[src/hdl/cdt_pkg.sv]
package cdt_pkg;

   localparam int TIME_BITS = 12;
   localparam int CSR_BITS  = 12;
   localparam int AMT_BITS  = 9;
   localparam int OP_BITS   = 3;
   localparam int QDEPTH    = 4;
   localparam int QPTR_BITS = $clog2(QDEPTH);

   // Incoming command codes
   localparam logic [3:0] REQ_TICK    = 4'd0;
   localparam logic [3:0] REQ_START   = 4'd1;
   localparam logic [3:0] REQ_STOP    = 4'd2;
   localparam logic [3:0] REQ_TOGGLE  = 4'd3;
   localparam logic [3:0] REQ_RELOAD  = 4'd4;
   localparam logic [3:0] REQ_ADD1    = 4'd5;
   localparam logic [3:0] REQ_SUB1    = 4'd6;
   localparam logic [3:0] REQ_ADD5    = 4'd7;
   localparam logic [3:0] REQ_SUB5    = 4'd8;

   // Classified operations
   localparam logic [OP_BITS-1:0] OP_NOP    = 3'd0;
   localparam logic [OP_BITS-1:0] OP_TICK   = 3'd1;
   localparam logic [OP_BITS-1:0] OP_START  = 3'd2;
   localparam logic [OP_BITS-1:0] OP_STOP   = 3'd3;
   localparam logic [OP_BITS-1:0] OP_TOGGLE = 3'd4;
   localparam logic [OP_BITS-1:0] OP_RELOAD = 3'd5;
   localparam logic [OP_BITS-1:0] OP_ADD    = 3'd6;
   localparam logic [OP_BITS-1:0] OP_SUB    = 3'd7;

   localparam logic [AMT_BITS-1:0] ONE_MIN_SECS  = 9'd60;
   localparam logic [AMT_BITS-1:0] FIVE_MIN_SECS = 9'd300;

   localparam logic [TIME_BITS-1:0] HOUR_SECS     = 12'd3600;
   localparam logic [TIME_BITS-1:0] START_DEFAULT = 12'd300;
   localparam logic [TIME_BITS-1:0] MAX_DEFAULT   = 12'd3600;

   // floor(x * 2185 / 2^17) == floor(x / 60) for x < 3600
   localparam logic [11:0] RECIP_60    = 12'd2185;
   localparam int          RECIP_SHIFT = 17;
   localparam int          PROD_BITS   = 24;

   localparam logic [11:0] DISPLAY_NONE = 12'hFFF;

   localparam logic CSR_START = 1'b0;
   localparam logic CSR_MAX   = 1'b1;

   typedef struct packed {
      logic [OP_BITS-1:0]  op;
      logic [AMT_BITS-1:0] amount;
   } cmd_type;

   typedef struct packed {
      logic [TIME_BITS-1:0] start_seconds;
      logic [TIME_BITS-1:0] max_seconds;
   } cfg_type;

endpackage

[src/hdl/cdt_front.sv]
module cdt_front
   import cdt_pkg::*;
(
   input  logic [3:0] req_type,
   input  logic [7:0] req_seconds_elapsed,
   output cmd_type    cmd
);

   always_comb begin
      cmd.op     = OP_NOP;
      cmd.amount = '0;
      case (req_type)
         REQ_TICK: begin
            cmd.op     = OP_TICK;
            cmd.amount = {1'b0, req_seconds_elapsed};
         end
         REQ_START:  cmd.op = OP_START;
         REQ_STOP:   cmd.op = OP_STOP;
         REQ_TOGGLE: cmd.op = OP_TOGGLE;
         REQ_RELOAD: cmd.op = OP_RELOAD;
         REQ_ADD1: begin
            cmd.op     = OP_ADD;
            cmd.amount = ONE_MIN_SECS;
         end
         REQ_SUB1: begin
            cmd.op     = OP_SUB;
            cmd.amount = ONE_MIN_SECS;
         end
         REQ_ADD5: begin
            cmd.op     = OP_ADD;
            cmd.amount = FIVE_MIN_SECS;
         end
         REQ_SUB5: begin
            cmd.op     = OP_SUB;
            cmd.amount = FIVE_MIN_SECS;
         end
         default: begin
            cmd.op     = OP_NOP;
            cmd.amount = '0;
         end
      endcase
   end

endmodule

[src/hdl/cdt_fifo.sv]
module cdt_fifo
   import cdt_pkg::*;
(
   input  logic    clock,
   input  logic    reset,
   input  logic    push,
   input  cmd_type push_data,
   output logic    full,
   input  logic    pop,
   output logic    empty,
   output cmd_type pop_data
);

   cmd_type                mem_ff [QDEPTH];
   logic [QPTR_BITS-1:0]   wr_ptr_ff, wr_ptr_in;
   logic [QPTR_BITS-1:0]   rd_ptr_ff, rd_ptr_in;
   logic [QPTR_BITS:0]     count_ff, count_in;
   logic                   do_push, do_pop;

   assign full     = (count_ff == (QPTR_BITS+1)'(QDEPTH));
   assign empty    = (count_ff == '0);
   assign do_push  = push && !full;
   assign do_pop   = pop && !empty;
   assign pop_data = mem_ff[rd_ptr_ff];

   always_comb begin
      wr_ptr_in = do_push ? wr_ptr_ff + 1'b1 : wr_ptr_ff;
      rd_ptr_in = do_pop ? rd_ptr_ff + 1'b1 : rd_ptr_ff;
      count_in  = count_ff;
      if (do_push && !do_pop) begin
         count_in = count_ff + 1'b1;
      end else if (do_pop && !do_push) begin
         count_in = count_ff - 1'b1;
      end
   end

   always_ff @(posedge clock) begin
      if (reset) begin
         wr_ptr_ff <= '0;
         rd_ptr_ff <= '0;
         count_ff  <= '0;
      end else begin
         wr_ptr_ff <= wr_ptr_in;
         rd_ptr_ff <= rd_ptr_in;
         count_ff  <= count_in;
      end
   end

   always_ff @(posedge clock) begin
      if (do_push) begin
         mem_ff[wr_ptr_ff] <= push_data;
      end
   end

endmodule

[src/hdl/cdt_back.sv]
module cdt_back
   import cdt_pkg::*;
(
   input  logic       clock,
   input  logic       reset,
   input  cfg_type    cfg,
   input  logic       q_empty,
   input  cmd_type    q_data,
   output logic       q_pop,
   output logic       rsp_valid,
   input  logic       rsp_ready,
   output logic [5:0] rsp_minutes_shown,
   output logic [5:0] rsp_seconds_shown,
   output logic       rsp_running,
   output logic       rsp_display_changed
);

   logic                  advance;

   // timer state
   logic [TIME_BITS-1:0]  remaining_ff, remaining_in;
   logic                  active_ff, active_in;

   // execute stage
   logic                  v1_ff;
   logic [TIME_BITS-1:0]  rem1_ff;
   logic                  act1_ff;

   // reduce stage
   logic                  v2_ff;
   logic [TIME_BITS-1:0]  xm2_ff;
   logic [PROD_BITS-1:0]  prod2_ff;
   logic                  act2_ff;

   // output stage
   logic                  rsp_valid_ff;
   logic [5:0]            mins_ff, secs_ff;
   logic                  running_ff, changed_ff;
   logic [11:0]           last_display_ff;

   logic [TIME_BITS:0]    sum;
   logic [TIME_BITS-1:0]  tick_left;
   logic [TIME_BITS-1:0]  xm;
   logic [5:0]            q;
   logic [TIME_BITS-1:0]  rem60;
   logic [11:0]           shown;

   assign advance = !rsp_valid_ff || rsp_ready;
   assign q_pop   = advance && !q_empty;

   always_comb begin
      remaining_in = remaining_ff;
      active_in    = active_ff;
      sum          = {1'b0, remaining_ff} + (TIME_BITS+1)'(q_data.amount);
      tick_left    = ((TIME_BITS)'(q_data.amount) >= remaining_ff) ? '0
                   : remaining_ff - (TIME_BITS)'(q_data.amount);
      case (q_data.op)
         OP_TICK: begin
            if (active_ff) begin
               if (tick_left == '0) begin
                  remaining_in = cfg.start_seconds;
                  active_in    = 1'b0;
               end else begin
                  remaining_in = tick_left;
               end
            end
         end
         OP_START:  active_in = 1'b1;
         OP_STOP:   active_in = 1'b0;
         OP_TOGGLE: active_in = !active_ff;
         OP_RELOAD: begin
            remaining_in = cfg.start_seconds;
            active_in    = 1'b0;
         end
         OP_ADD: begin
            if (!sum[TIME_BITS] && (sum[TIME_BITS-1:0] <= cfg.max_seconds)) begin
               remaining_in = sum[TIME_BITS-1:0];
            end
         end
         OP_SUB: begin
            if (remaining_ff >= (TIME_BITS)'(q_data.amount)) begin
               remaining_in = remaining_ff - (TIME_BITS)'(q_data.amount);
            end
         end
         default: ;
      endcase
   end

   // remaining mod one hour
   assign xm = (rem1_ff >= HOUR_SECS) ? rem1_ff - HOUR_SECS : rem1_ff;

   assign q     = prod2_ff[RECIP_SHIFT +: 6];
   assign rem60 = xm2_ff - ((TIME_BITS)'(q) << 6) + ((TIME_BITS)'(q) << 2);
   assign shown = {q, rem60[5:0]};

   always_ff @(posedge clock) begin
      if (reset) begin
         remaining_ff    <= START_DEFAULT;
         active_ff       <= 1'b0;
         v1_ff           <= 1'b0;
         v2_ff           <= 1'b0;
         rsp_valid_ff    <= 1'b0;
         last_display_ff <= DISPLAY_NONE;
      end else if (advance) begin
         if (q_pop) begin
            remaining_ff <= remaining_in;
            active_ff    <= active_in;
         end
         v1_ff        <= q_pop;
         v2_ff        <= v1_ff;
         rsp_valid_ff <= v2_ff;
         if (v2_ff) begin
            last_display_ff <= shown;
         end
      end
   end

   always_ff @(posedge clock) begin
      if (advance) begin
         rem1_ff    <= remaining_in;
         act1_ff    <= active_in;
         xm2_ff     <= xm;
         prod2_ff   <= PROD_BITS'(xm) * PROD_BITS'(RECIP_60);
         act2_ff    <= act1_ff;
         mins_ff    <= q;
         secs_ff    <= rem60[5:0];
         running_ff <= act2_ff;
         changed_ff <= (shown != last_display_ff);
      end
   end

   assign rsp_valid           = rsp_valid_ff;
   assign rsp_minutes_shown   = mins_ff;
   assign rsp_seconds_shown   = secs_ff;
   assign rsp_running         = running_ff;
   assign rsp_display_changed = changed_ff;

endmodule

[src/hdl/countdown_timer_with_adjust_top.sv]
// Countdown timer with minute adjust. One transaction per clock is taken in sustained
// operation while the result side does not stall; each gives exactly one result.
// Commands are decoded and held in a four-entry queue, then the back end updates the
// timer and converts the time to minutes and seconds over two further stages (hour
// wrap and reciprocal multiply, then remainder). A stalled result stops the back end;
// the queue keeps taking transactions until it is full. Registers are written through
// the csr_ port only while idle; the user must ensure this, as the block does not.
module countdown_timer_with_adjust_top
   import cdt_pkg::*;
(
   input  logic                clock,
   input  logic                reset,
   input  logic                req_valid,
   output logic                req_ready,
   input  logic [3:0]          req_type,
   input  logic [7:0]          req_seconds_elapsed,
   output logic                rsp_valid,
   input  logic                rsp_ready,
   output logic [5:0]          rsp_minutes_shown,
   output logic [5:0]          rsp_seconds_shown,
   output logic                rsp_running,
   output logic                rsp_display_changed,
   input  logic                csr_we,
   input  logic                csr_index,
   input  logic [CSR_BITS-1:0] csr_wdata
);

   cfg_type cfg_ff;
   cmd_type front_cmd;
   cmd_type q_data;
   logic    q_full, q_empty, q_pop;

   always_ff @(posedge clock) begin
      if (reset) begin
         cfg_ff.start_seconds <= START_DEFAULT;
         cfg_ff.max_seconds   <= MAX_DEFAULT;
      end else if (csr_we) begin
         case (csr_index)
            CSR_START: cfg_ff.start_seconds <= csr_wdata;
            CSR_MAX:   cfg_ff.max_seconds   <= csr_wdata;
            default: ;
         endcase
      end
   end

   assign req_ready = !q_full;

   cdt_front u_front (
      .req_type            (req_type),
      .req_seconds_elapsed (req_seconds_elapsed),
      .cmd                 (front_cmd)
   );

   cdt_fifo u_fifo (
      .clock     (clock),
      .reset     (reset),
      .push      (req_valid),
      .push_data (front_cmd),
      .full      (q_full),
      .pop       (q_pop),
      .empty     (q_empty),
      .pop_data  (q_data)
   );

   cdt_back u_back (
      .clock               (clock),
      .reset               (reset),
      .cfg                 (cfg_ff),
      .q_empty             (q_empty),
      .q_data              (q_data),
      .q_pop               (q_pop),
      .rsp_valid           (rsp_valid),
      .rsp_ready           (rsp_ready),
      .rsp_minutes_shown   (rsp_minutes_shown),
      .rsp_seconds_shown   (rsp_seconds_shown),
      .rsp_running         (rsp_running),
      .rsp_display_changed (rsp_display_changed)
   );

   a_display_range : assert property (@(posedge clock) disable iff (reset)
      rsp_valid |-> (rsp_minutes_shown < 6'd60) && (rsp_seconds_shown < 6'd60))
      else $error("display out of range");

   a_csr_start : assert property (@(posedge clock) disable iff (reset)
      csr_we && (csr_index == CSR_START) |=> cfg_ff.start_seconds == $past(csr_wdata))
      else $error("start register not written");

   a_stall_hold : assert property (@(posedge clock) disable iff (reset)
      rsp_valid && !rsp_ready |=> rsp_valid && $stable(rsp_running)
         && $stable(rsp_display_changed))
      else $error("result changed while stalled");

endmodule

[config.mk]
export PLATFORM = sky130hd
export DESIGN_NAME = countdown_timer_with_adjust_top
export DESIGN_NICKNAME = d
export VERILOG_FILES = /design/src/hdl/cdt_pkg.sv /design/src/hdl/cdt_front.sv /design/src/hdl/cdt_fifo.sv /design/src/hdl/cdt_back.sv /design/src/hdl/countdown_timer_with_adjust_top.sv
export SDC_FILE = /design/constraint.sdc
export NUM_CORES = 1
export LEC_CHECK = 0
export ABC_AREA = 1
export BUFFER_PORTS_ARGS = -buffer_cell sky130_fd_sc_hd__buf_2
export CAP_MARGIN = 20
export CELL_PAD_IN_SITES_DETAIL_PLACEMENT = 1
export CELL_PAD_IN_SITES_GLOBAL_PLACEMENT = 1
export CORE_MARGIN = 2
export CORE_UTILIZATION = 51
export CTS_CLUSTER_DIAMETER = 30
export DETAILED_ROUTE_END_ITERATION = 10
export PLACE_DENSITY = 0.93
export SYNTH_ARGS = -nofsm -noshare
export SYNTH_HDL_FRONTEND = slang
export SYNTH_SLANG_ARGS = --single-unit
[constraint.sdc]
create_clock -name clock -period 14.35 [get_ports clock]
set_clock_uncertainty 0.15 [all_clocks]
set_input_delay 0.7175 -clock clock [delete_from_list [all_inputs] [get_ports clock]]
set_output_delay 0.7175 -clock clock [all_outputs]
set_load 0.1 [all_outputs]
# [Yosys cells after proc, flatten, opt, wreduce, memory -nomap -nowiden]
# Memory sizes are Yosys's and may differ from the RTL's. A register that Yosys moved wholly into a read port is not among the register bits.
# Cells that the tools add are included.
[word_totals] n_memories=1 mem_bits_rw=48 ff_bits=116 mem_bits_ro=0 out_inout_bits=16 in_bits=30 latch_bits=0
[memory_table] memory="u_fifo.mem_ff" words=4 word_bits=12 read_ports=1 rd_clocked_by_memory_dff=1 wr=1 line_no="cdt_fifo.sv:14" text="cmd_type mem_ff [QDEPTH];"
[op_classes] n_mul=1 muxes=18 n_eq_ne=17 n_reduce_logical=27 add_sub_neg=9 div_mod_pow=0 n_bitwise=1 order_cmp=4 shift=0
[op_table] cell="2-to-1 mux 12 bit" n=6
[op_table] cell="case mux 12 bit (4 select lines)" n=1
[op_table] cell="case mux 9 bit (3 select lines)" n=1
[op_table] cell="multiplier 12 x 12 -> 23 bit (second input constant)" n=1
[op_table] cell="case mux 3 bit (7 select lines)" n=1
[op_table] cell="== test 4 x 3 -> 1 bit (second input constant)" n=4
[op_table] cell="== test 3 bit (second input constant)" n=5
[op_table] cell="adder 12 x 9 -> 13 bit" n=1
[op_table] cell=">= comparator 12 bit (second input constant)" n=1
[op_table] cell=">= comparator 12 x 9 -> 1 bit" n=1
[op_table] cell=">= comparator 9 x 12 -> 1 bit" n=1
[op_table] cell="less-or-equal comparator 12 bit" n=1
[op_table] cell="zero test 12 bit" n=1
[op_table] cell="inequality test 12 bit" n=1
[op_table] cell="subtractor 12 bit (second input constant)" n=1
[op_table] cell="subtractor 12 x 9 -> 12 bit" n=1
[op_table] cell="OR reduction 2 bit" n=5
[op_table] cell="== test 4 x 2 -> 1 bit (second input constant)" n=2
[op_table] cell="AND reduction 2 bit" n=4
[op_table] cell="zero test 1 bit" n=7
[op_table] cell="adder 6 bit" n=1
[op_table] cell="== test 3 x 2 -> 1 bit (second input constant)" n=2
[op_table] cell="logical AND 1 bit" n=6
[op_table] cell="2-to-1 mux 3 bit" n=2
[op_table] cell="other kinds (15)" n=20

# [Longest topological paths before layout]
[logic_depth] word_depth=7 mapped_depth=32 mapped_depth_nobuf=29

# [Cells and area by module]
# A second synthesis with hierarchy kept.
[hier_totals] cells_unflattened=1263 hier_area_um2=10146.0
[by_module_without_submodules] module="cdt_back" n_inst=1 cells_per_inst=912 area_each_um2=6711.4
[by_module_without_submodules] module="cdt_fifo" n_inst=1 cells_per_inst=186 area_each_um2=2279.7
[by_module_without_submodules] module="countdown_timer_with_adjust_top" n_inst=1 cells_per_inst=126 area_each_um2=928.4
[by_module_without_submodules] module="cdt_front" n_inst=1 cells_per_inst=39 area_each_um2=226.5

# [Worst setup path before layout]
# Ideal clock, no wire load.
[synth_timing] path_type="register -> register" startpoint="reg u_back.rem1_ff[4]" endpoint="reg u_back.prod2_ff[22] (data pin)" required_ns=13.938 arrival_ns=4.322 setup_time_ns=0.262 path_slack_ns=9.616 stages_incl_launch_ff=25 path_buffers=0 path_cell_list="edfxtp_1 -> inv_1 -> ha_1 -> nand2_1 -> nor2_1 -> inv_1 -> o21ai_0 -> inv_1 -> nand2_1 -> xor2_1 -> inv_1 -> ha_1 -> inv_1 -> fa_1 -> inv_1 -> ha_1 -> ha_1 -> ha_1 -> a21oi_1 -> o21ai_0 -> o21bai_1 -> nand3_1 -> o21ai_0 -> a21oi_1 -> xor2_1"
[synth_via] elab_chain_cells=3
[synth_rtl] element="start, declared" line_no="cdt_back.sv:26" text="logic [TIME_BITS-1:0] rem1_ff;"
[synth_rtl] element="start signal, assigned" line_no="cdt_back.sv:120" text="rem1_ff <= remaining_in;"
[synth_rtl] element="subtractor 12 bit / >= comparator 12 bit (equally long branches)" line_no="cdt_back.sv:90" text="assign xm = (rem1_ff >= HOUR_SECS) ? rem1_ff - HOUR_SECS : rem1_ff;"
[synth_rtl] element="2-to-1 mux 12 bit *" line_no="cdt_back.sv:90"
[synth_rtl] element="multiplier 12 x 12 -> 23 bit *" line_no="cdt_back.sv:123" text="prod2_ff <= PROD_BITS'(xm) * PROD_BITS'(RECIP_60);"
[synth_rtl] element="end signal, assigned" line_no="cdt_back.sv:123"
[synth_rtl] element="end, declared" line_no="cdt_back.sv:32" text="logic [PROD_BITS-1:0] prod2_ff;"
# Every way passes the cells marked *; elsewhere a longest branch is shown, timed or not.
# A chain may end at the register's enable or synchronous reset.

==> run summary <==
status: finished clean
Net count, final: 1374
die width: 143 µm
CP most frequent cell: nand2_1
Fin. Hold Viols: 0
first-pass GRT wire length: 52100 µm
R2R depth: 26
most instantiated library cell after synthesis: nand2_1
DR WL met2: 16200 µm
Hold WC Path Type: reg -> reg
setup bufs post-CTS: 0
diode count: 0
area share of the largest cell type after synthesis: 0.269
Worst R2R End: u_back.rem1_ff[2]
CTS tree: built
Hold Buf Count CTS: 0
Synth async-reset ratio: 0
HP Start: u_back.act2_ff
All-Layer GR Usage: 0.337
Final HPWL DP: 22500 µm
Top FF cell, synth: edfxtp_1
fmax: 165 MHz
WL met3: 2550 µm
Root Driver: clkbuf_16
vias in the first global route: 9683
final core utilization: 0.575
Synth cell types: 53
Worst slew margin: 0.301
startpoint types: register
Cell Count, Final, Fillers Out: 1506
Starting Density: 0.522
Synth area leaders: edfxtp_1 27%, ha_1 13%, dfxtp_1 12%
area leader, netlist: edfxtp_1
Overflow after GRT: 0
Die Span Y: 143 µm
Total Wirelength: 33300 µm
max-slew violation count: 0
Fill cells: 2258
Final period util: 0.422
Hold Crit Depth: 0
Via Count: 9133
Yosys reg bits: 149
CP endpoint kind: register
PortBufs: 45
drt wl/cell: 22.1 µm
YS warnings: 0
row cnt: 50
flop2flop setup slack: 8.29 ns
Worst-Margin Slew: 1.04 ns
Setup TNS: 0 ns
post-synthesis cell area: 9840 µm²
CP max stage cell: dfxtp_1
WL met1: 12700 µm
syn nets: 1339
post-layout min period: 6.06 ns
Highest Signal Layer: met4
full die area: 20400 µm²
Post-Synthesis Cells: 1198
clock sinks: 149
hold path endpoint: u_back.rsp_running
Worst EP required: 14.45 ns
Final Wtd Congestion: 0.946
Syn Area/Cell: 8.21 µm²
critical path class: reg -> reg
total of max-cap violations: 0
Layout area overhead: 10.1%
Clock Path Buffers: 2
critical path fanouts, max: 25
RSZ-0062 raised after global routing: no
final setup fails: 0
clk slew on worst S/H paths: 0.07 ns
CP peak stage delay: 0.87 ns
placed insts: 1472
DR vias/cell: 6.06
htree depth: 4
TritonRoute pass-1 iters: 9
CP arrival: 6.17 ns
remaining antenna violation count: 0
Ports: 46
Core ar.: 18800 µm²
initial antenna violation count: 0
commonest cells in the netlist: 284 x nand2_1, 152 x inv_1, 100 x ha_1
pin count of the biggest net entering global routing: 42
First DRT Iteration DRCs: 886
share of cells above drive strength 1: 0.106
post-CTS sizing: 0
sequential share of the synthesized area: 0.393
worst skew pair latency: 0.45 ns
drc violations: 0
Post-synth EDFFs: 88
CTS Buf Count: 17
[routing by layer]
| metal | GRT usage | vias up |
|---|---|---|
| met5 | 0 | - |
| met4 | 0.180 | 0 |
| met3 | 0.0701 | 152 |
| met2 | 0.585 | 460 |
| met1 | 0.392 | 4463 |
| li1 | - | 4058 |
[how the worst max path moves through the flow]
stage,to,start,depth (start not counted)
2_1_floorplan,u_back.prod2_ff[22],u_back.rem1_ff[4],24
3_3_place_gp,u_back.prod2_ff[22],u_back.rem1_ff[4],22
3_5_place_dp,u_back.rem1_ff[10],register,27
4_1_cts,u_back.prod2_ff[22],u_back.rem1_ff[4],22
5_1_grt,u_back.rem1_ff[2],register,26
6_report,u_back.rem1_ff[2],register,26
[final cells by class]
| cell class | count | area [µm²] | share of cell area |
|---|---|---|---|
| Multi-Input combinational cell | 850 | 5140 | 0.475 |
| Sequential cell | 149 | 3860 | 0.357 |
| Inverter | 163 | 618 | 0.0571 |
| Clock buffer | 17 | 425 | 0.0393 |
| Tap cell | 260 | 325 | 0.0300 |
| Timing Repair Buffer | 52 | 282 | 0.0260 |
| Clock inverter | 15 | 176 | 0.0163 |
[sequential cells by signal (all words and copies together) (netlist names), 6 cells and up, named ones only]
register                  flops
u_back.rem1_ff               12
u_back.prod2_ff               9
u_back.rsp_seconds_shown      6
u_back.last_display_ff       12
u_back.rsp_minutes_shown      6
u_fifo.mem_ff                48
u_back.remaining_ff          12
cfg_ff                       24
[logic make-up (layout without fill, tap and decap cells)]
logic type                 count (synthesis)  count (layout)  synth area share
and+or+nand+nor                          494             494             0.220
AOI/OAI and AO/OA                        213             213             0.124
buffers and inverters                    199             247            0.0843
DFF                                      149             149             0.393
adders and majority gates                111             111             0.150
xor gates and xnor gates                  32              32            0.0285
[worst max-delay path: cells and delay by family, from the launching register on]
kind / cells / cell delay (ns)
buffers and inverters: 2 / 0.62
flip-flops: 1 / 0.87
adder cells (fa/ha/maj): 3 / 0.70
AND/OR/NAND/NOR: 13 / 1.65
XOR/XNOR: 1 / 0.35
AO/OA/AOI/OAI: 7 / 1.55
[layout by cell type (no fill, tap or decap), drive strengths merged, types with 3 or more instances in the layout]
master,Yosys,final
ha,100,100
dfxtp,61,61
a31oi,4,4
o211ai,15,15
inv,161,168
clkbuf,15,17
nor2,92,92
a32oi,10,10
nor3,5,5
nand2,294,294
nand4,13,13
o21bai,3,3
a21boi,3,3
fa,11,11
o21ai,77,77
xor2,27,27
clkinv,2,10
xnor2,5,5
nand3,80,80
or2,3,3
buf,21,52
a211oi,4,4
edfxtp,88,88
a21oi,91,91
[through the flow]
stage / hold slack, ns / setup WS [ns] / cell area, µm²
floorplan: 0.250 / 9.62 / 9840
CTS: 0.296 / 8.50 / 10800
detailed placement: 0.266 / 8.81 / 10200
global placement: 0.253 / 9.05 / 10200
finish: 0.301 / 8.29 / 10800
global route: 0.309 / 7.93 / 10800
Power is not shown: default switching activity piles up to over one toggle a cycle in this logic, so the estimate is an artifact.
